<file path="src/sv/gdsc_pkg.sv">
// ----------------------------------------------------------------------------
// gdsc_pkg
// Shared types and constants of the greedy-dual cache policy block.
// ----------------------------------------------------------------------------
package gdsc_pkg;

  localparam int ENTRIES   = 32;
  localparam int FRAC_BITS = 24;
  localparam int IDX_W     = $clog2(ENTRIES);
  localparam int CNT_W     = $clog2(ENTRIES + 1);
  localparam int DVD_W     = 32 + FRAC_BITS;
  localparam int DCNT_W    = $clog2(DVD_W + 1);

  localparam logic [1:0] MODE_GD    = 2'd0;
  localparam logic [1:0] MODE_GDS   = 2'd1;
  localparam logic [1:0] MODE_GDSF  = 2'd2;
  localparam logic [1:0] MODE_LFUDA = 2'd3;

  localparam logic REG_MODE = 1'b0;
  localparam logic REG_CAP  = 1'b1;

  localparam logic [1:0]  MODE_RESET = MODE_GDSF;
  localparam logic [39:0] CAP_RESET  = 40'd1073741824;

  typedef struct packed {
    logic [31:0] id;
    logic [31:0] size;
    logic [63:0] prio;
    logic [31:0] hits;
    logic [31:0] stamp;
  } entry_t;

  localparam int ENTRY_W = $bits(entry_t);

  typedef struct packed {
    logic        start;
    logic [31:0] numer;
    logic [31:0] denom;
  } div_req_t;

  typedef struct packed {
    logic             done;
    logic [DVD_W-1:0] quot;
  } div_rsp_t;

  typedef struct packed {
    logic       hit;
    logic       admitted;
    logic       refused;
    logic [5:0] evicted;
  } result_t;

  typedef enum logic [3:0] {
    S_IDLE, S_LK_RD, S_LK_CMP, S_MISS, S_EV_RD, S_EV_CMP, S_EV_DEC,
    S_TERM, S_DIV, S_WR, S_OUT
  } state_e;

endpackage

</file>
<file path="src/sv/gdsc_div.sv">
// ----------------------------------------------------------------------------
// gdsc_div
// Restoring divider, one quotient bit per cycle: (numer << FRAC_BITS) / denom.
// ----------------------------------------------------------------------------
module gdsc_div import gdsc_pkg::*; (
  input  logic     clk_i,
  input  logic     rst_ni,
  input  div_req_t req_i,
  output div_rsp_t rsp_o
);

  logic [DVD_W-1:0]  sh_q, sh_d;
  logic [31:0]       rem_q, rem_d;
  logic [31:0]       den_q, den_d;
  logic [DCNT_W-1:0] cnt_q, cnt_d;
  logic              busy_q, busy_d;
  logic              done_q, done_d;
  logic [32:0]       trial;

  always_comb begin
    sh_d   = sh_q;
    rem_d  = rem_q;
    den_d  = den_q;
    cnt_d  = cnt_q;
    busy_d = busy_q;
    done_d = 1'b0;
    trial  = {rem_q, sh_q[DVD_W-1]};
    if (req_i.start) begin
      sh_d   = {req_i.numer, {FRAC_BITS{1'b0}}};
      rem_d  = '0;
      den_d  = req_i.denom;
      cnt_d  = DCNT_W'(DVD_W);
      busy_d = 1'b1;
    end else if (busy_q) begin
      // shift in the next dividend bit, subtract when it fits
      if (trial >= {1'b0, den_q}) begin
        rem_d = 32'(trial - {1'b0, den_q});
        sh_d  = {sh_q[DVD_W-2:0], 1'b1};
      end else begin
        rem_d = trial[31:0];
        sh_d  = {sh_q[DVD_W-2:0], 1'b0};
      end
      cnt_d = cnt_q - 1'b1;
      if (cnt_q == DCNT_W'(1)) begin
        busy_d = 1'b0;
        done_d = 1'b1;
      end
    end
  end

  always_ff @(posedge clk_i or negedge rst_ni) begin
    if (!rst_ni) begin
      busy_q <= 1'b0;
      done_q <= 1'b0;
      cnt_q  <= '0;
    end else begin
      busy_q <= busy_d;
      done_q <= done_d;
      cnt_q  <= cnt_d;
    end
  end

  always_ff @(posedge clk_i) begin
    sh_q  <= sh_d;
    rem_q <= rem_d;
    den_q <= den_d;
  end

  assign rsp_o.done = done_q;
  assign rsp_o.quot = sh_q;

endmodule

</file>
<file path="config.mk">
export PLATFORM = sky130hd
export DESIGN_NAME = gdsc_div
export DESIGN_NICKNAME = d
export VERILOG_FILES = /design/src/sv/gdsc_pkg.sv /design/src/sv/gdsc_div.sv
export SDC_FILE = /design/constraint.sdc
export NUM_CORES = 1
export LEC_CHECK = 0
export BUFFER_PORTS_ARGS = -buffer_cell sky130_fd_sc_hd__buf_2
export CORE_ASPECT_RATIO = 0.5
export CORE_MARGIN = 1
export CORE_UTILIZATION = 35
export DETAILED_ROUTE_END_ITERATION = 6
export PLACE_DENSITY_LB_ADDON = 0.2
export SLEW_MARGIN = 30
export SYNTH_ARGS = -nofsm -noshare
export SYNTH_HDL_FRONTEND = slang
export SYNTH_SLANG_ARGS = --single-unit
</file>
<file path="constraint.sdc">
create_clock -name clk_i -period 5.5 [get_ports clk_i]
set_input_delay 0.825 -clock clk_i [delete_from_list [all_inputs] [get_ports clk_i]]
set_output_delay 0.825 -clock clk_i [all_outputs]
set_load 0.05 [all_outputs]
</file>
After elaboration in Yosys (flattened, before gate mapping)
Cells that the tools add are included.
W data, S select, Z words.
Storage, ports and cells
  register bits: 128
  output and inout port bits: 57
  word-level logic and storage cells: 24
  input bits: 67
Operators by class
  magnitude comparators: 1
  multiplexer cells: 12
  reductions and logical operators: 1
  add/subtract/negate cells: 2
  equality and inequality tests: 1
Operator list (count)
  $mux W56: 2
  $ge A33 B32 Y1: 1
  $mux W32: 1
  $sub A32 B32 Y32: 1
  $mux W6: 2
  $mux W1: 7
  $eq A6 B1 Y1 const B: 1
  $sub A6 B1 Y6 const B: 1
  $reduce_bool A2 Y1: 1

Logic depth before layout (Yosys ltp)
Gate-level depths: netlist of the first run.
  depth in word-level cells: 4
  depth in mapped cells: 13
  mapped depth without buffers: 12

Worst setup path after synthesis of the first run
No wires, ideal clock.
  path kind: register -> register
  start point: register sh_q[55]
  end point: register rem_q[16]
  path buffers: 0
  stages on the path, launching flop included: 13
  data arrival time: 2.955 ns
  clock period less this slack: 3.046 ns
  setup slack: 2.454 ns
  data required time: 5.409 ns
  setup time: 0.091 ns
  path through: edfxtp_1 -> inv_1 -> ha_1 -> fa_1 -> nand2b_1 -> a21o_1 -> and2_1 -> o31ai_1 -> a31oi_1 -> o21ai_0 -> xor2_1 -> o21ai_0 -> a311oi_1
Between the ends
  word-level cells in the longest chain between the ends: 2
  elaborated cells on any way between the ends: 3
  those cells by class: add/sub (1); order compare (1); mux (1)
RTL lines
  from (decl): line gdsc_div.sv:12  | logic [DVD_W-1:0] sh_q, sh_d;
  from (signal assigned): line gdsc_div.sv:64  | sh_q <= sh_d;
  $sub A32 B32 Y32 / $ge A33 B32 Y1 (equally long branches): line gdsc_div.sv:37, gdsc_div.sv:36
  $mux W32 (*): line gdsc_div.sv:36  | if (trial >= {1'b0, den_q}) begin
  to (signal assigned): line gdsc_div.sv:65  | rem_q <= rem_d;
  to (decl): line gdsc_div.sv:13  | logic [31:0] rem_q, rem_d;
Mark *: on every way between the ends. The rest lies on a longest branch, timed or not.
A chain may end at the register's enable or synchronous reset.

Final worst setup path of the first run
  start point: register den_q[26]
  end point: register rem_q[10]
Between the ends
  word-level cells in the longest chain between the ends: 2
RTL lines
  from (decl): line gdsc_div.sv:14  | logic [31:0] den_q, den_d;
  from (signal assigned): line gdsc_div.sv:66  | den_q <= den_d;
  $ge A33 B32 Y1: line gdsc_div.sv:36
  $mux W32: line gdsc_div.sv:36
No other way between the ends.

==> results of run 1 <==
[state kept, by name, summed over array words and instances (netlist names)]
register and cells:
busy_q 1, den_q 32, rem_q 32, done_q 1
sh_q 56, cnt_q 6
[stage by stage]
step / worst slack [ps] / utilization [%] / hold WS, ps / power [W]
6_report: 2003 / 43.86 / 244.3 / 0.002928
5_1_grt: 1831 / 43.86 / 244.2 / 0.003069
4_1_cts: 2054 / 43.86 / 228.3 / 0.002959
3_5_place_dp: 2084 / 40.69 / 497.1 / 0.001807
3_3_place_gp: 2123 / 40.69 / 487.7 / 0.001807
2_1_floorplan: 2454 / - / 463.3 / 0.001652
[worst max-delay path: stages (launching register included)]
cell	delay (ps)
edfxtp_1	330
inv_1	40
ha_1	380
a21o_1	210
a21o_1	180
a21oi_2	230
o21bai_2	110
a211o_1	340
a211oi_4	760
buf_4	380
nand3_1	120
a311oi_1	290
[where the power goes]
group          total [W]  leakage, nW  switching (W)  internal [W]
clock            0.00113        0.298       0.000463      0.000668
combinational   0.000657         2.27       0.000409      0.000248
sequential       0.00114         1.21      0.0000518       0.00109
total            0.00293         3.78       0.000924       0.00200
[layer usage]
metal,track usage (%),part of all wire [%],up-vias
met2,25.77,42,157
li1,-,-,2763
met5,0,0,-
met3,3.714,5.4,16
met1,25.15,52,2728
met4,6.753,1.3,0
[cell families (layout without fill, tap and decap cells)]
| group | count (synthesis) | in the layout | synth area share, % |
|---|---|---|---|
| flip-flops | 128 | 128 | 47.30 |
| buffers and inverters | 85 | 204 | 5.328 |
| AO/OA/AOI/OAI | 197 | 197 | 21.26 |
| adder cells (fa/ha/maj) | 35 | 35 | 6.496 |
| multiplexers | 23 | 23 | 3.358 |
| AND/OR/NAND/NOR | 194 | 194 | 12.94 |
| XOR/XNOR | 26 | 26 | 3.321 |
[final timing paths]
kind / startpoint / end / cells past startpoint
min: rst_ni / cnt_q[1] / 1
min in group clk_i: rem_q[12] / rem_q[12] / 2
max in group asynchronous: rst_ni / busy_q / 1
max reg2reg: den_q[26] / rem_q[10] / 11
max: den_q[26] / rem_q[10] / 11
min reg2reg: rem_q[12] / rem_q[12] / 2
[cells in the final DEF (no fill, tap or decap), drive strengths merged, types with 20 or more instances in the layout]
cell type    n
a21oi       24
dfxtp       56
nand2       31
inv         48
o21ai       39
clkbuf      21
mux2i       23
a22o        31
nand3       28
buf        129
a311oi      20
ha          34
edfxtp      64
nor2        82
[final cells by class]
type	instances	area [um^2]	share of cell area, %
repair buffers	129	663.1	8.049
flip-flops and latches	128	3244	39.38
inverters	43	161.4	1.959
multi-input cells	475	3251	39.45
well taps	259	324.1	3.933
clock inverters	11	90.09	1.093
clock buffers	21	505.5	6.135
==> flow_summary.yaml, run 1 <==
min_path:
  min_path_type: "in -> async"
logic_synthesis:
  syn_area_per_cell_um2: 9.966
  synth_fp_nets: 790
  synth.distinct_cells: 59
  postSynthRegisterBits: 128
  yosysTopAreaCell: "edfxtp_1"
  synthCells: 688
  synth_area_leaders: "edfxtp_1 (28%), dfxtp_1 (16%), ha_1 (6.2%)"
  synth_area_um2: 6857
  synthArstFlopShare_pct: 6.250
  synth.yosys.warnings: 0
  yosysMostFrequentCell: "nor2_1"
  netlist_top_cells_count: "nor2_1 (82), edfxtp_1 (64), dfxtp_1 (56)"
  synth-seq-area-share_pct: 47.30
  synth-main-ff-cell: "edfxtp_1"
  yosysTopAreaCellShare_pct: 28.03
  synth-edff-count: 64
job:
  cap_violations: 0
floorplan:
  rows: 35
  coreArea_um2: 18790
  start_util_pct: 36.50
  ios: 124
  die_h_um: 101.0
  fp.dieW_um: 199.9
  die_area_um2: 20190
placed_design:
  io_buffers: 123
  gp_congestion: 0.8608
  placed_cells_incl_taps: 1034
  place_area_um2: 7644
  dpl.hpwl_um: 11740
finish:
  instances_no_fill: 1066
  n_antenna_cell: 0
  drive_above_1_share_pct: 21.69
  nNetsFinal: 896
  fillCellCount: 1801
  area_growth_pct: 20.16
  design_area_um2: 8239
setup_path:
  crit_path_end_kind: "flip-flop"
  start_kind: "flip-flop"
  cp.required_ps: 5810
  crit_type: "reg -> reg"
  worstPathArrival_ps: 3810
  r2r_slack_ps: 2000
  cp_max_fo: 18
clock_network:
  clk_pin_slew_ps: 60
  post_cts_buffers: 0
  clockBufferDepth: 2
  hold_buffers: 0
  cts-root-buf: "clkbuf_16"
  cts_buffers: 17
  clock_latency_ps: 420
  cts_tree: "yes"
  clkSinkCount: 128
  h-tree-depth: 4
  cts_resized: 0
timing:
  grt_setup_unrepaired: "no"
  finalCritPeriodShare_pct: 63.58
  max_slew.worst_pin.slew_ps: 949.4
  setup_tns_ps: 0
  hold_viol_final: 0
  setup_viol: 0
  maxSlewViolCount: 0
  slew_headroom_pct: 36.47
  clock_skew_ps: 9.985
  fmax_mhz: 286.0
  period_needed_ps: 3497
drt:
  wl_per_cell_um: 16.28
  route.detailed.drc: 0
  antenna_left: 0
  vias: 5664
  viasPerCell: 5.313
  drt_iter0_markers: 379
  wl_um: 17360
  drt_pass1_iterations: 5
power_and_ir_drop:
  p_per_area_nw_per_um2: 355.4
  peakVddDrop_mv: 0.2111
  power_leakage_nw: 3.777
global_routing:
  grt_start_max_net_pins: 74
  grt_overflow: 0
  grtUsageTotal_pct: 17.58
  grt_pass1_vias: 5323
  grt_antenna_before_repair: 0
  grt_first_pass_wirelength_um: 27450
run_status:
  outcome: "completed"
(Power assumes the default switching activity.)
==> run 2, diff against run 1 <==
--- a/config.mk
+++ b/config.mk
@@ -5,6 +5,7 @@
 export SDC_FILE = /design/constraint.sdc
 export NUM_CORES = 1
 export LEC_CHECK = 0
+export ABC_AREA = 1
 export BUFFER_PORTS_ARGS = -buffer_cell sky130_fd_sc_hd__buf_2
 export CORE_ASPECT_RATIO = 0.5
 export CORE_MARGIN = 1
==> constraint.sdc (replaced) <==
create_clock -name clk_i -period 3.1 [get_ports clk_i]
set_input_delay 0.465 -clock clk_i [delete_from_list [all_inputs] [get_ports clk_i]]
set_output_delay 0.465 -clock clk_i [all_outputs]
set_load 0.05 [all_outputs]
==> run 2 against run 1 <==
Compared with the run above:
- final area is 8.2% higher
- utilization is 0.69 points lower
- die area is 8.1% higher
- area after synthesis is 8.2% higher
- global-route usage is 1.6 points higher
- critical path type unchanged
- critical endpoint is now rem_q[26]
- largest power group is now combinational cells
- highest routed layer is now met5
==> flow_summary.yaml, run 2 <==
run_status:
  outcome: "completed"
setup_path:
  worstPathArrival_ps: 3070
  slowest_stage: "nor2_4"
  cp_common_cell: "nand2_1"
  worstPathCellList: "inv_1 > ha_1 > a21oi_1 > nand2_1 > a21oi_1 > nand2_1 > nor2_4 > nand2_8 > nand2_2 > nand2_1 > nand2_1 > nand2_1"
  crit_path_end_kind: "flip-flop"
  cp_max_fo: 33
  start_kind: "flip-flop"
  critPathMaxStageDelay_ps: 520
  crit_type: "reg -> reg"
  cp.required_ps: 3430
finish:
  nNetsFinal: 1212
  drive_above_1_share_pct: 16.12
  layout_commonest_cell: "nand2_1"
  layout_common_cells: "nand2_1 (322), inv_1 (191), buf_2 (123)"
  instances_no_fill: 1397
  largest_register_ffs: 56
  top_regs: "sh_q x56, den_q x32, rem_q x32"
  area_growth_pct: 20.16
  top_register: "sh_q"
floorplan:
  die_h_um: 104.9
  die_area_um2: 21820
  fp.dieW_um: 207.9
  ios: 124
  rows: 37
  start_util_pct: 35.93
  coreArea_um2: 20650
global_routing:
  grt_first_pass_wirelength_um: 32780
  grtUsageTotal_pct: 19.16
  grt_antenna_before_repair: 3
  grt_pass1_vias: 6373
  grt_overflow: 0
  grt_start_max_net_pins: 69
logic_synthesis:
  yosysMostFrequentCell: "nand2_1"
  synth_area_um2: 7418
  yosysTopAreaCell: "edfxtp_1"
  netlist_top_cells_count: "nand2_1 (322), inv_1 (192), nand3_1 (81)"
  yosysTopAreaCellShare_pct: 25.91
  syn_area_per_cell_um2: 7.531
  synthArstFlopShare_pct: 6.250
  synth-main-ff-cell: "edfxtp_1"
  synth_fp_nets: 1087
  synth-edff-count: 64
  postSynthRegisterBits: 128
  synth.yosys.warnings: 0
  synthCells: 985
  synth-seq-area-share_pct: 43.72
  synth.distinct_cells: 35
  synth_area_leaders: "edfxtp_1 (26%), nand2_1 (16%), dfxtp_1 (15%)"
timing:
  maxSlewViolCount: 0
  setup_tns_ps: 0
  max_slew.worst_pin.slew_ps: 854.0
  slew_headroom_pct: 43.07
  hold_viol_final: 0
  period_needed_ps: 2749
  grt_setup_unrepaired: "no"
  setup_viol: 0
  clock_skew_ps: 16.81
  fmax_mhz: 363.8
  finalCritPeriodShare_pct: 88.67
drt:
  antenna_left: 0
  wl_um: 20120
  wl_per_cell_um: 14.40
  vias: 6600
  drt_iter0_markers: 380
  viasPerCell: 4.724
  route.detailed.drc: 0
  drt_pass1_iterations: 5
power_and_ir_drop:
  fin_total_pwr_w: 0.007041
  power_leakage_nw: 4.618
  peakVddDrop_mv: 0.3738
  p_per_area_nw_per_um2: 789.9
placed_design:
  gp_congestion: 0.9701
  placed_cells_incl_taps: 1362
  io_buffers: 123
  dpl.hpwl_um: 14520
clock_network:
  post_cts_buffers: 0
  cts_resized: 0
  clock_latency_ps: 440
  cts-root-buf: "clkbuf_16"
  h-tree-depth: 4
  clk_pin_slew_ps: 60
  cts_tree: "yes"
  cts_buffers: 17
  clockBufferDepth: 2
  clkSinkCount: 128
job:
  cap_violations: 0
min_path:
  min_path_type: "in -> reg"
-- run 2: changes by cell type in the layout (fill, tap and decap cells not counted), sizes merged, moves of 7 or more --
cell	before	now
o21ai	39	20
nand2	31	328
mux2i	23	0
nor4	10	2
nand3b	0	9
a31oi	7	0
o22ai	1	24
nand2b	7	0
a311oi	20	0
a211oi	13	0
nand3	28	82
a21o	19	0
nor2	82	46
inv	48	198
-- run 2: logic make-up after synthesis --
logic type | after synthesis | share of synthesized area (%)
buffers and inverters | 221 | 11.76
flip-flops | 128 | 43.72
adder cells (fa/ha/maj) | 35 | 6.004
XOR/XNOR | 14 | 1.653
AO/OA/AOI/OAI | 105 | 9.310
AND/OR/NAND/NOR | 482 | 27.56
-- run 2: worst paths after layout --
path / end / cells past startpoint / slack [ps] / startpoint
max: rem_q[26] / 12 / 350 / den_q[28]
min: den_q[0] / 1 / 200 / req_i[0]
max reg2reg: rem_q[26] / 12 / 350 / den_q[28]
min reg2reg: rem_q[13] / 2 / 470 / rem_q[13]
max in group asynchronous: cnt_q[5] / 2 / 2520 / rst_ni
min in group asynchronous: cnt_q[2] / 2 / 400 / rst_ni
-- run 2: area by class of cell --
type,instances,area (um^2)
antenna,1,2.502
clock buffer,21,481.7
clock inverter,11,101.3
fill,2184,11730
inverter,194,728.2
multi-input combinational,637,3317
sequential,128,3243
tap,273,341.6
timing repair buffer,132,698.2
-- run 2: through the flow --
| stage | hold slack (ps) | util (%) | setup WS (ps) | area, um^2 |
|---|---|---|---|---|
| after floorplan | 169.4 | - | 818.5 | 7418 |
| after global placement | 321.7 | 40.26 | 277.6 | 8312 |
| after detailed placement | 323.2 | 40.26 | 241.1 | 8312 |
| after CTS | 170.3 | 43.13 | 228.2 | 8905 |
| after global routing | 177.4 | 43.16 | 68.77 | 8911 |
| final | 198.9 | 43.17 | 351.3 | 8914 |
-- run 2: power breakdown --
group          leakage [nW]  internal (W)  switching [W]
registers              1.21       0.00203       0.000148
clock network         0.286       0.00120       0.000772
logic                  3.12      0.000981        0.00191
-- run 2: worst max-delay path, delay by kind of cell, from the launching register on --
family	cells	cell delay, ps
AO/OA/AOI/OAI	2	380
AND/OR/NAND/NOR	8	1530
flip-flops	1	320
adder cells (fa/ha/maj)	1	350
buffers and inverters	1	40
-- run 2: repair_timing --
| action | in CTS | in global routing |
|---|---|---|
| endpoints found under the setup margin | 0 | 7 |
| hold buffers | 1 | 0 |
| endpoints found under the hold margin | 8 | 0 |
-- run 2: routing by layer --
layer / GRT usage, % / up-vias / share of wire, %
met4: 6.032 / 2 / 1.3
met3: 5.440 / 21 / 5.0
met2: 28.43 / 137 / 42
li1: - / 3397 / -
met1: 26.73 / 3043 / 51
met5: 0 / - / 0.050
