## src/sv/gdsc_ram.sv

```systemverilog
// ----------------------------------------------------------------------------
// gdsc_ram
// Generic single-write, single-read RAM with registered read data.
// ----------------------------------------------------------------------------
module gdsc_ram #(
  parameter int WIDTH = 8,
  parameter int DEPTH = 16
) (
  input  logic                     clk_i,
  input  logic                     we_i,
  input  logic [$clog2(DEPTH)-1:0] waddr_i,
  input  logic [WIDTH-1:0]         wdata_i,
  input  logic [$clog2(DEPTH)-1:0] raddr_i,
  output logic [WIDTH-1:0]         rdata_o
);

  logic [WIDTH-1:0] mem_q [DEPTH];

  always_ff @(posedge clk_i) begin
    if (we_i) begin
      mem_q[waddr_i] <= wdata_i;
    end
    rdata_o <= mem_q[raddr_i];
  end

endmodule

```

## config.mk

```make
export PLATFORM = sky130hd
export DESIGN_NAME = gdsc_ram
export DESIGN_NICKNAME = d
export VERILOG_FILES = /design/src/sv/gdsc_ram.sv
export SDC_FILE = /design/constraint.sdc
export NUM_CORES = 1
export LEC_CHECK = 0
export BUFFER_PORTS_ARGS = -buffer_cell sky130_fd_sc_hd__buf_2
export CAP_MARGIN = 40
export CORE_ASPECT_RATIO = 2
export CORE_MARGIN = 5
export CORE_UTILIZATION = 40
export CTS_BUF_LIST = sky130_fd_sc_hd__clkbuf_2 sky130_fd_sc_hd__clkbuf_4 sky130_fd_sc_hd__clkbuf_8
export DETAILED_ROUTE_END_ITERATION = 8
export PLACE_DENSITY = 0.67
export SYNTH_ARGS = -nofsm -noshare
export SYNTH_HDL_FRONTEND = slang
export SYNTH_SLANG_ARGS = --single-unit
```

## constraint.sdc

```tcl
create_clock -name clk_i -period 2.5 [get_ports clk_i]
set_input_delay 0.125 -clock clk_i [delete_from_list [all_inputs] [get_ports clk_i]]
set_output_delay 0.125 -clock clk_i [all_outputs]
set_load 0.05 [all_outputs]
```

## After elaboration in Yosys (flattened, before gate mapping)

Memories as Yosys holds them, arrays and structs flattened. A register that Yosys moved wholly into a read port is not among the register bits.
Cells that the tools add are included.

- Div/mod/pow operators: 0
- Shift-type cells: 0
- Reductions and logical operators: 0
- Add/subtract/negate cells: 0
- $lt $le $gt $ge: 0
- Mux-type cells: 2
- Multipliers: 0
- Bitwise logic cells: 0
- Eq/ne operators: 0

Operators by type and width:

| operator | count |
|---|---|
| $mux W1 | 2 |

- Bits in latches: 0
- Input bits: 18
- Output and inout bits: 8
- Memory bits (writable): 128
- Memory bits (read-only): 0
- Memories: 1
- Flip-flop bits (word level): 0
- Logic and storage cells: 3

Memory list:

| name | words | bits a word | read ports | clocked after Yosys merged registers in | write ports | RTL line | text |
|---|---|---|---|---|---|---|---|
| mem_q | 16 | 8 | 1 | 1 | 1 | 17 | `logic [WIDTH-1:0] mem_q [DEPTH];` |

## Depth between registers and ports, before layout

Gate-level depths: netlist (run 1).

- Word-level depth: 2
- Mapped depth: 5
- Gate-level depth less buffers: 3

## Worst setup path before layout (run 1)

Ideal clock, no wire load.

- Path type: input port to flip-flop
- From: input waddr_i[2]
- To: memory mem_q[0][0] (enable)
- Stages: 2
- Path slack: 0.882 ns
- Arrival time: 1.235 ns
- Buffers on the path: 0
- Setup time: 0.383 ns
- Required time: 2.117 ns
- Cells stage by stage: or3b_2 > nor3_1

RTL lines:

| element | RTL line | text |
|---|---|---|
| start, declared | 11 | `input logic [$clog2(DEPTH)-1:0] waddr_i,` |
| end, declared | 17 |  |

No word-level cell before the write port.

==> results of run 1 <==
-- placed cells by master (no fill, tap or decap) --
master / count
inv_6: 3
edfxtp_1: 128
nand2_1: 9
mux4_2: 18
clkinvlp_4: 3
a22oi_1: 16
nor2_1: 13
mux4_1: 14
dfxtp_1: 8
clkinv_2: 3
nand2b_1: 2
buf_2: 25
or3b_2: 1
clkbuf_8: 17
nor3_1: 4
nand3b_1: 2
and2b_1: 1
bufinv_16: 3
clkinv_1: 1
nand3_1: 1
and2_1: 1
buf_4: 17
clkinv_4: 2
nor2b_1: 1
buf_12: 1
-- critical path, delay by kind of cell --
family / cells / cell delay [ps]
muxes: 1 / 570
buffers and inverters: 2 / 700
and+or+nand+nor: 1 / 70
AOI/OAI and AO/OA: 1 / 200
-- layer usage --
layer  routed length [µm]  share of wire (%)  track usage, %  vias to the layer above
met5                    0                  0               0                        -
met4                  167                1.7            5.90                        0
met3                  414                4.2            3.67                       11
met2                 5810                 58            24.9                       82
met1                 3560                 36            15.1                     1253
li1                     -                  -               -                     1077
-- registers in the layout (all words and copies together) (netlist names) --
| signal | cells |
|---|---|
| mem_q | 128 |
| rdata_o | 8 |
-- worst max-delay path by stage --
stage	from	to	slack, ps	cells past startpoint
after floorplan	waddr_i[2]	mem_q[0][0]$_DFFE_PP_	880	2
after global placement	raddr_i[0]	rdata_o[5]$_DFF_P_	690	5
after detailed placement	raddr_i[0]	rdata_o[1]$_DFF_P_	650	5
after CTS	raddr_i[0]	rdata_o[1]$_DFF_P_	1120	5
after global routing	raddr_i[0]	rdata_o[1]$_DFF_P_	1000	5
final	raddr_i[0]	rdata_o[3]$_DFF_P_	1140	5
-- through the flow --
stage / utilization, % / total power, mW
6_report: 47.0 / 4.67
5_1_grt: 47.0 / 4.83
4_1_cts: 47.0 / 4.71
3_5_place_dp: 43.7 / 2.90
3_3_place_gp: 43.7 / 2.89
2_1_floorplan: - / 2.79
-- where the power goes --
| group | switching, mW | internal [mW] | leakage [nW] | total, mW |
|---|---|---|---|---|
| Combinational | 0.184 | 0.0995 | 0.571 | 0.284 |
| Sequential | 0.0130 | 2.55 | 1.22 | 2.56 |
| Clock | 0.839 | 0.988 | 0.200 | 1.83 |
-- kinds of logic after synthesis --
logic type             Yosys count  share of synthesized area (%)
and+or+nand+nor                 35                           3.18
AOI/OAI and AO/OA               16                           2.33
DFF                            136                           77.8
muxes                           32                           15.0
buffers and inverters           10                           1.68
-- layout make-up --
cell class | instances | area share, %
repair buffers | 43 | 4.60
well taps | 150 | 3.16
flip-flops and latches | 136 | 67.5
clock inverters | 15 | 2.95
multi-input cells | 83 | 17.8
clock buffers | 17 | 3.95
==> flow_metrics.py, run 1 <==
metrics = {
    "critical_path": {
        "ff2ff_path_depth": 3,
        "worst_ep_arrival_time_ps": 1690,
        "rrSetupSlack_ps": 1150,
        "cp-start-kind": "input port",
        "path_cells": "buf_2 -> buf_12 -> mux4_1 -> a22oi_1 -> nand2_1",
        "critPathKind": "input port to flop",
        "critPathRequiredTime_ps": 2820,
        "slowest_stage": "mux4_1",
        "max_stage_delay_ps": 570,
        "r2r_start": "mem_q[1][2]$_DFFE_PP_",
        "r2r_end": "rdata_o[2]$_DFF_P_",
        "worstPathMaxFanout": 17,
        "cp-end-kind": "flop",
    },
    "floorplanning": {
        "die-area_um2": 15400,
        "initial_core_util_pct": 40.8,
        "num_rows": 58,
        "io_pins": 26,
        "die_x_um": 90.2,
        "core_um2": 12600,
        "die-height_um": 170,
    },
    "final_layout": {
        "antenna_cells": 0,
        "fin_cells": 444,
        "drive_gt1_share_pct": 31.6,
        "final_area_um2": 5930,
        "seqCellArea_um2": 4000,
        "multiInputGateArea_um2": 1060,
        "syn2layout_area_growth_pct": 15.2,
        "fin_nets": 299,
        "fillCellCount": 1071,
    },
    "placement": {
        "placedInstanceArea_um2": 5520,
        "post-place-ws_ps": 650,
        "port-buffer-count": 25,
        "place_congestion": 0.730,
        "hpwl_um": 6780,
        "placedCellCount": 412,
    },
    "yosys": {
        "yosysWarnings": 0,
        "yosysTopAreaCell": "edfxtp_1",
        "synth_cells": 229,
        "synthArstFlopShare_pct": 0,
        "synthesis.area_um2": 5150,
        "syn-num-nets": 247,
        "yosysMostFrequentCell": "edfxtp_1",
        "synth_top_area_share_pct": 74.7,
        "synth_common_cells": "128 x edfxtp_1, 18 x mux4_2, 16 x a22oi_1",
        "ys_seq_area_share_pct": 77.8,
        "synth_area_leaders": "edfxtp_1 75%, mux4_2 7.9%, mux4_1 7.1%, dfxtp_1 3.1%, a22oi_1 2.3%",
        "syn_area_per_cell_um2": 22.5,
        "synth-seq-cells": 136,
        "yosysUniqueCellTypes": 19,
        "synth_edf_count": 128,
        "ys.flop_type": "edfxtp_1",
    },
    "min_path": {
        "min_path_type": "input port to flop",
        "min_path_cells": 1,
        "min-delay-start": "wdata_i[6]",
        "holdPathEnd": "mem_q[6][6]$_DFFE_PP_",
    },
    "timing": {
        "finalCritPeriodShare_pct": 54.5,
        "worstMarginPinSlew_ps": 805,
        "holdWs_ps": 74.0,
        "setup_slack_ps": 1140,
        "max_freq_ghz": 0.733,
        "tns_ps": 0,
        "final_hold_viol_count": 0,
        "finalMaxSlewViolations": 0,
        "setup_viol": 0,
        "max_slew_margin_pct": 46.3,
        "rsz0062_at_grt": "no",
        "fin_skew_ps": 9.52,
        "fin_crit_ps": 1360,
    },
    "grt": {
        "grt_max_degree": 33,
        "grt_use_total_pct": 13.8,
        "overflow": 0,
        "grt_pass1_wl_um": 15500,
        "first_global_vias": 2581,
        "antenna_found_initial": 0,
    },
    "flow_run": {
        "max-cap-violations": 0,
    },
    "clock_tree": {
        "root_buffer": "clkbuf_8",
        "cts-htree-levels": 4,
        "postCtsSetupBuffers": 0,
        "cts_max_path_buffers": 2,
        "holdBufCountCts": 0,
        "cts_tree": "yes",
        "insertion_delay_ps": 420,
        "clkTransAtPathRegs_ps": 80,
        "cts_inserted_buffers": 17,
        "cts_sinks": 136,
        "cts_resized": 0,
    },
    "detailed_routing": {
        "drt-total-wl_um": 9950,
        "dr.pass1.iters": 4,
        "ant_nets": 0,
        "wl_per_cell_um": 22.4,
        "drc_errors": 0,
        "vias_per_cell": 5.46,
        "drtIter0Drc": 142,
        "num_vias": 2423,
    },
    "power_and_ir_drop": {
        "peakVddDrop_mv": 0.365,
        "powerDensity_nw_per_um2": 787,
        "leakagePower_nw": 2.00,
    },
    "run_status": {
        "status": "finished clean",
    },
}
No activity file was read; power rests on OpenSTA's default activity.
==> inputs of run 2 (changes only) <==
==> constraint.sdc (replaced) <==
create_clock -name clk_i -period 1.4 [get_ports clk_i]
set_input_delay 0.07 -clock clk_i [delete_from_list [all_inputs] [get_ports clk_i]]
set_output_delay 0.07 -clock clk_i [all_outputs]
set_load 0.05 [all_outputs]
==> flow_metrics.py, run 2 (synthesis gave the netlist of run 1 again) <==
metrics = {
    "run_status": {
        "status": "finished clean",
    },
    "clock_tree": {
        "cts_sinks": 136,
        "cts_max_path_buffers": 2,
        "insertion_delay_ps": 430,
        "cts_tree": "yes",
        "cts-htree-levels": 4,
        "root_buffer": "clkbuf_8",
        "cts_resized": 0,
        "clkTransAtPathRegs_ps": 80,
        "holdBufCountCts": 0,
        "cts_inserted_buffers": 17,
        "postCtsSetupBuffers": 0,
    },
    "final_layout": {
        "final_common_cell": "edfxtp_1",
        "final_area_um2": 6060,
        "top_regs": "mem_q: 128 flops, rdata_o: 8 flops",
        "top_register": "mem_q",
        "drive_gt1_share_pct": 34.6,
        "fin_nets": 311,
        "final_cell_mix": "128 x edfxtp_1, 28 x buf_4, 25 x buf_2",
        "syn2layout_area_growth_pct": 17.7,
        "antenna_cells": 0,
        "fin_cells": 456,
        "largest_reg_flops": 128,
    },
    "critical_path": {
        "worst_ep_arrival_time_ps": 1630,
        "cp-start-kind": "flop",
        "cp-end-kind": "flop",
        "worstPathMaxFanout": 1,
        "critPathRequiredTime_ps": 1720,
        "critPathKind": "flop to flop",
    },
    "grt": {
        "grt_max_degree": 33,
        "grt_pass1_wl_um": 15200,
        "overflow": 0,
        "first_global_vias": 2662,
        "antenna_found_initial": 0,
        "grt_use_total_pct": 13.6,
    },
    "placement": {
        "placedInstanceArea_um2": 5630,
        "hpwl_um": 6840,
        "place_congestion": 0.736,
        "port-buffer-count": 25,
        "placedCellCount": 424,
    },
    "detailed_routing": {
        "drc_errors": 0,
        "num_vias": 2418,
        "drt-total-wl_um": 9610,
        "wl_per_cell_um": 21.1,
        "drtIter0Drc": 168,
        "ant_nets": 0,
        "vias_per_cell": 5.30,
        "dr.pass1.iters": 4,
    },
    "min_path": {
        "min_path_type": "input port to flop",
    },
    "timing": {
        "fin_skew_ps": 10.4,
        "max_freq_ghz": 0.762,
        "finalMaxSlewViolations": 0,
        "final_hold_viol_count": 0,
        "fin_crit_ps": 1310,
        "max_slew_margin_pct": 76.7,
        "worstMarginPinSlew_ps": 349,
        "finalCritPeriodShare_pct": 93.7,
        "rsz0062_at_grt": "no",
        "setup_viol": 0,
    },
    "floorplanning": {
        "initial_core_util_pct": 40.8,
        "die-height_um": 170,
        "num_rows": 58,
        "die_x_um": 90.2,
        "core_um2": 12600,
        "die-area_um2": 15400,
        "io_pins": 26,
    },
    "power_and_ir_drop": {
        "p_total_mw": 8.46,
        "powerDensity_nw_per_um2": 1400,
        "peakVddDrop_mv": 0.708,
        "leakagePower_nw": 2.07,
    },
    "flow_run": {
        "max-cap-violations": 0,
    },
}
## run 2: cell types whose count changed in the layout (fill, tap and decap cells not counted), sizes merged
cell	before	now
bufinv	3	4
inv	3	0
buf	43	55
clkbuf	17	19
## run 2: worst paths after layout
path,start,to,slack [ps],cells past startpoint
hold reg to reg,mem_q[8][5]$_DFFE_PP_,rdata_o[5]$_DFF_P_,670,3
setup reg to reg,mem_q[1][3]$_DFFE_PP_,rdata_o[3]$_DFF_P_,90,3
hold / removal,wdata_i[5],mem_q[1][5]$_DFFE_PP_,30,1
setup / recovery,mem_q[1][3]$_DFFE_PP_,rdata_o[3]$_DFF_P_,90,3
## run 2: cell type report
cell class / count / area [µm²]
fill: 1062 / 6570
sequential: 136 / 4000
multi-input combinational: 83 / 1060
timing repair buffer: 55 / 375
clock buffer: 19 / 249
tap: 150 / 188
clock inverter: 13 / 179
## run 2: through the flow
step | util (%) | TNS, ps | worst slack (ps) | hold slack [ps]
global route | 48.0 | 0 | 0.679 | 7.96
finish | 48.0 | 0 | 88.2 | 27.5
CTS | 48.0 | 0 | 51.9 | 7.30
global placement | 44.6 | -44.7 | -25.5 | 454
detailed placement | 44.6 | -150 | -32.7 | 464
floorplan | - | 0 | 63.9 | 169
## run 2: power by group
group	internal [mW]	leakage, nW	total [mW]	switching [mW]
clock	1.97	0.210	3.37	1.41
combinational	0.195	0.639	0.516	0.321
sequential	4.55	1.22	4.58	0.0276
## run 2: routing by layer
| layer | GRT usage (%) | up-vias | part of all wire, % | routed length [µm] |
|---|---|---|---|---|
| li1 | - | 1098 | - | - |
| met1 | 13.1 | 1235 | 34 | 3260 |
| met2 | 26.5 | 68 | 60 | 5730 |
| met3 | 3.41 | 17 | 3.9 | 373 |
| met4 | 6.22 | 0 | 2.5 | 243 |
| met5 | 0 | - | 0 | 0 |
## run 2: worst max-delay path, stage by stage (launching register included)
cell and delay (ps):
edfxtp_1 370, mux4_1 510, a22oi_1 240, nand2_1 90
==> inputs of run 3 (changes only) <==
--- a/config.mk
+++ b/config.mk
@@ -13,6 +13,7 @@
 export CTS_BUF_LIST = sky130_fd_sc_hd__clkbuf_2 sky130_fd_sc_hd__clkbuf_4 sky130_fd_sc_hd__clkbuf_8
 export DETAILED_ROUTE_END_ITERATION = 8
 export PLACE_DENSITY = 0.67
+export RECOVER_POWER = 25
 export SYNTH_ARGS = -nofsm -noshare
 export SYNTH_HDL_FRONTEND = slang
 export SYNTH_SLANG_ARGS = --single-unit
==> flow_metrics.py, run 3 (synthesis gave the netlist of run 1 again) <==
metrics = {
    "floorplanning": {
        "die_x_um": 90.2,
        "die-height_um": 170,
        "core_um2": 12600,
        "io_pins": 26,
        "die-area_um2": 15400,
        "num_rows": 58,
        "initial_core_util_pct": 40.8,
    },
    "detailed_routing": {
        "drt-total-wl_um": 9620,
        "dr.pass1.iters": 4,
        "num_vias": 2424,
        "drc_errors": 0,
        "wl_per_cell_um": 21.1,
        "vias_per_cell": 5.32,
        "drtIter0Drc": 164,
        "ant_nets": 0,
    },
    "placement": {
        "placedCellCount": 424,
        "hpwl_um": 6840,
        "port-buffer-count": 25,
        "place_congestion": 0.736,
    },
    "critical_path": {
        "cp-start-kind": "flop",
        "worst_ep_arrival_time_ps": 1630,
        "worstPathMaxFanout": 1,
        "critPathKind": "flop to flop",
        "rrSetupSlack_ps": 90,
        "cp-end-kind": "flop",
        "critPathRequiredTime_ps": 1720,
    },
    "timing": {
        "max_slew_margin_pct": 57.4,
        "finalCritPeriodShare_pct": 93.7,
        "tns_ps": 0,
        "fin_skew_ps": 10.4,
        "setup_viol": 0,
        "max_freq_ghz": 0.762,
        "finalMaxSlewViolations": 0,
        "worstMarginPinSlew_ps": 639,
        "rsz0062_at_grt": "no",
        "fin_crit_ps": 1310,
        "final_hold_viol_count": 0,
    },
    "power_and_ir_drop": {
        "internal_power_mw": 6.71,
        "peakVddDrop_mv": 0.708,
        "p_total_mw": 8.46,
        "leakagePower_nw": 2.06,
        "clkPwrFrac_pct": 39.9,
        "p_switching_mw": 1.76,
        "pwr-share-seq_pct": 54.1,
        "powerDensity_nw_per_um2": 1400,
        "power.share.switching_pct": 20.7,
        "comb_power_share_pct": 6.1,
    },
    "clock_tree": {
        "cts-htree-levels": 4,
        "cts_tree": "yes",
        "cts_inserted_buffers": 17,
        "insertion_delay_ps": 430,
        "cts_max_path_buffers": 2,
        "clkTransAtPathRegs_ps": 80,
        "postCtsSetupBuffers": 0,
        "root_buffer": "clkbuf_8",
        "cts_sinks": 136,
        "holdBufCountCts": 0,
        "cts_resized": 0,
    },
    "final_layout": {
        "antenna_cells": 0,
        "finalCoreUtilization_pct": 47.9,
        "fillCellCount": 1064,
        "fin_nets": 311,
        "largest_reg_flops": 128,
        "final_common_cell": "edfxtp_1",
        "top_regs": "mem_q: 128 flops, rdata_o: 8 flops",
        "drive_gt1_share_pct": 32.7,
        "final_cell_mix": "128 x edfxtp_1, 28 x buf_4, 19 x buf_2",
        "syn2layout_area_growth_pct": 17.5,
        "top_register": "mem_q",
        "fin_cells": 456,
    },
    "grt": {
        "grt_use_total_pct": 13.6,
        "antenna_found_initial": 0,
        "grt_pass1_wl_um": 15200,
        "grt_max_degree": 33,
        "overflow": 0,
        "first_global_vias": 2662,
    },
    "run_status": {
        "status": "finished clean",
    },
    "flow_run": {
        "max-cap-violations": 0,
    },
    "min_path": {
        "min_path_type": "input port to flop",
    },
}
-- run 3: cell count changes in the layout (fill, tap and decap cells not counted), sizes merged --
cell    change
clkbuf      +6
buf         -6
-- run 3: final cells by class --
type	count	area, µm²	area share, %
flip-flops and latches	136	4000	66.2
repair buffers	55	368	6.08
clock inverters	13	179	2.96
well taps	150	188	3.10
multi-input cells	83	1060	17.6
clock buffers	19	249	4.12
-- run 3: path summary, 6_finish.rpt --
check                             start                      to  cells past startpoint
setup / recovery  mem_q[1][3]$_DFFE_PP_      rdata_o[3]$_DFF_P_                      3
hold / removal               wdata_i[7]  mem_q[15][7]$_DFFE_PP_                      1
setup reg to reg  mem_q[1][3]$_DFFE_PP_      rdata_o[3]$_DFF_P_                      3
hold reg to reg   mem_q[8][5]$_DFFE_PP_      rdata_o[5]$_DFF_P_                      3
-- run 3: worst max-delay path: stages (launching register included) --
cell and delay (ps):
edfxtp_1 370, mux4_1 510, a22oi_1 240, nand2_1 90
-- run 3: routing by layer --
layer,vias to the layer above,track usage (%),part of all wire [%]
li1,1098,-,-
met1,1239,13.1,34
met2,67,26.5,59
met3,20,3.41,3.7
met4,0,6.22,2.8
met5,-,0,0
-- run 3: metrics by stage --
step                hold WS (ps)  setup WS [ps]  cell area [µm²]
finish                      35.0           88.1             6050
global route                32.2          0.679             6050
CTS                         7.30           51.9             6060
detailed placement           464          -32.7             5630
global placement             454          -25.5             5630
floorplan                    169           63.9             5150
-- run 3: power by group through the flow --
stage          Sequential, mW  Clock (mW)  Combinational (mW)
2_1_floorplan            4.75           0               0.231
3_3_place_gp             4.66           0               0.520
3_5_place_dp             4.67           0               0.528
4_1_cts                  4.58        3.43               0.529
5_1_grt                  4.58        3.63               0.555
6_report                 4.58        3.37               0.514
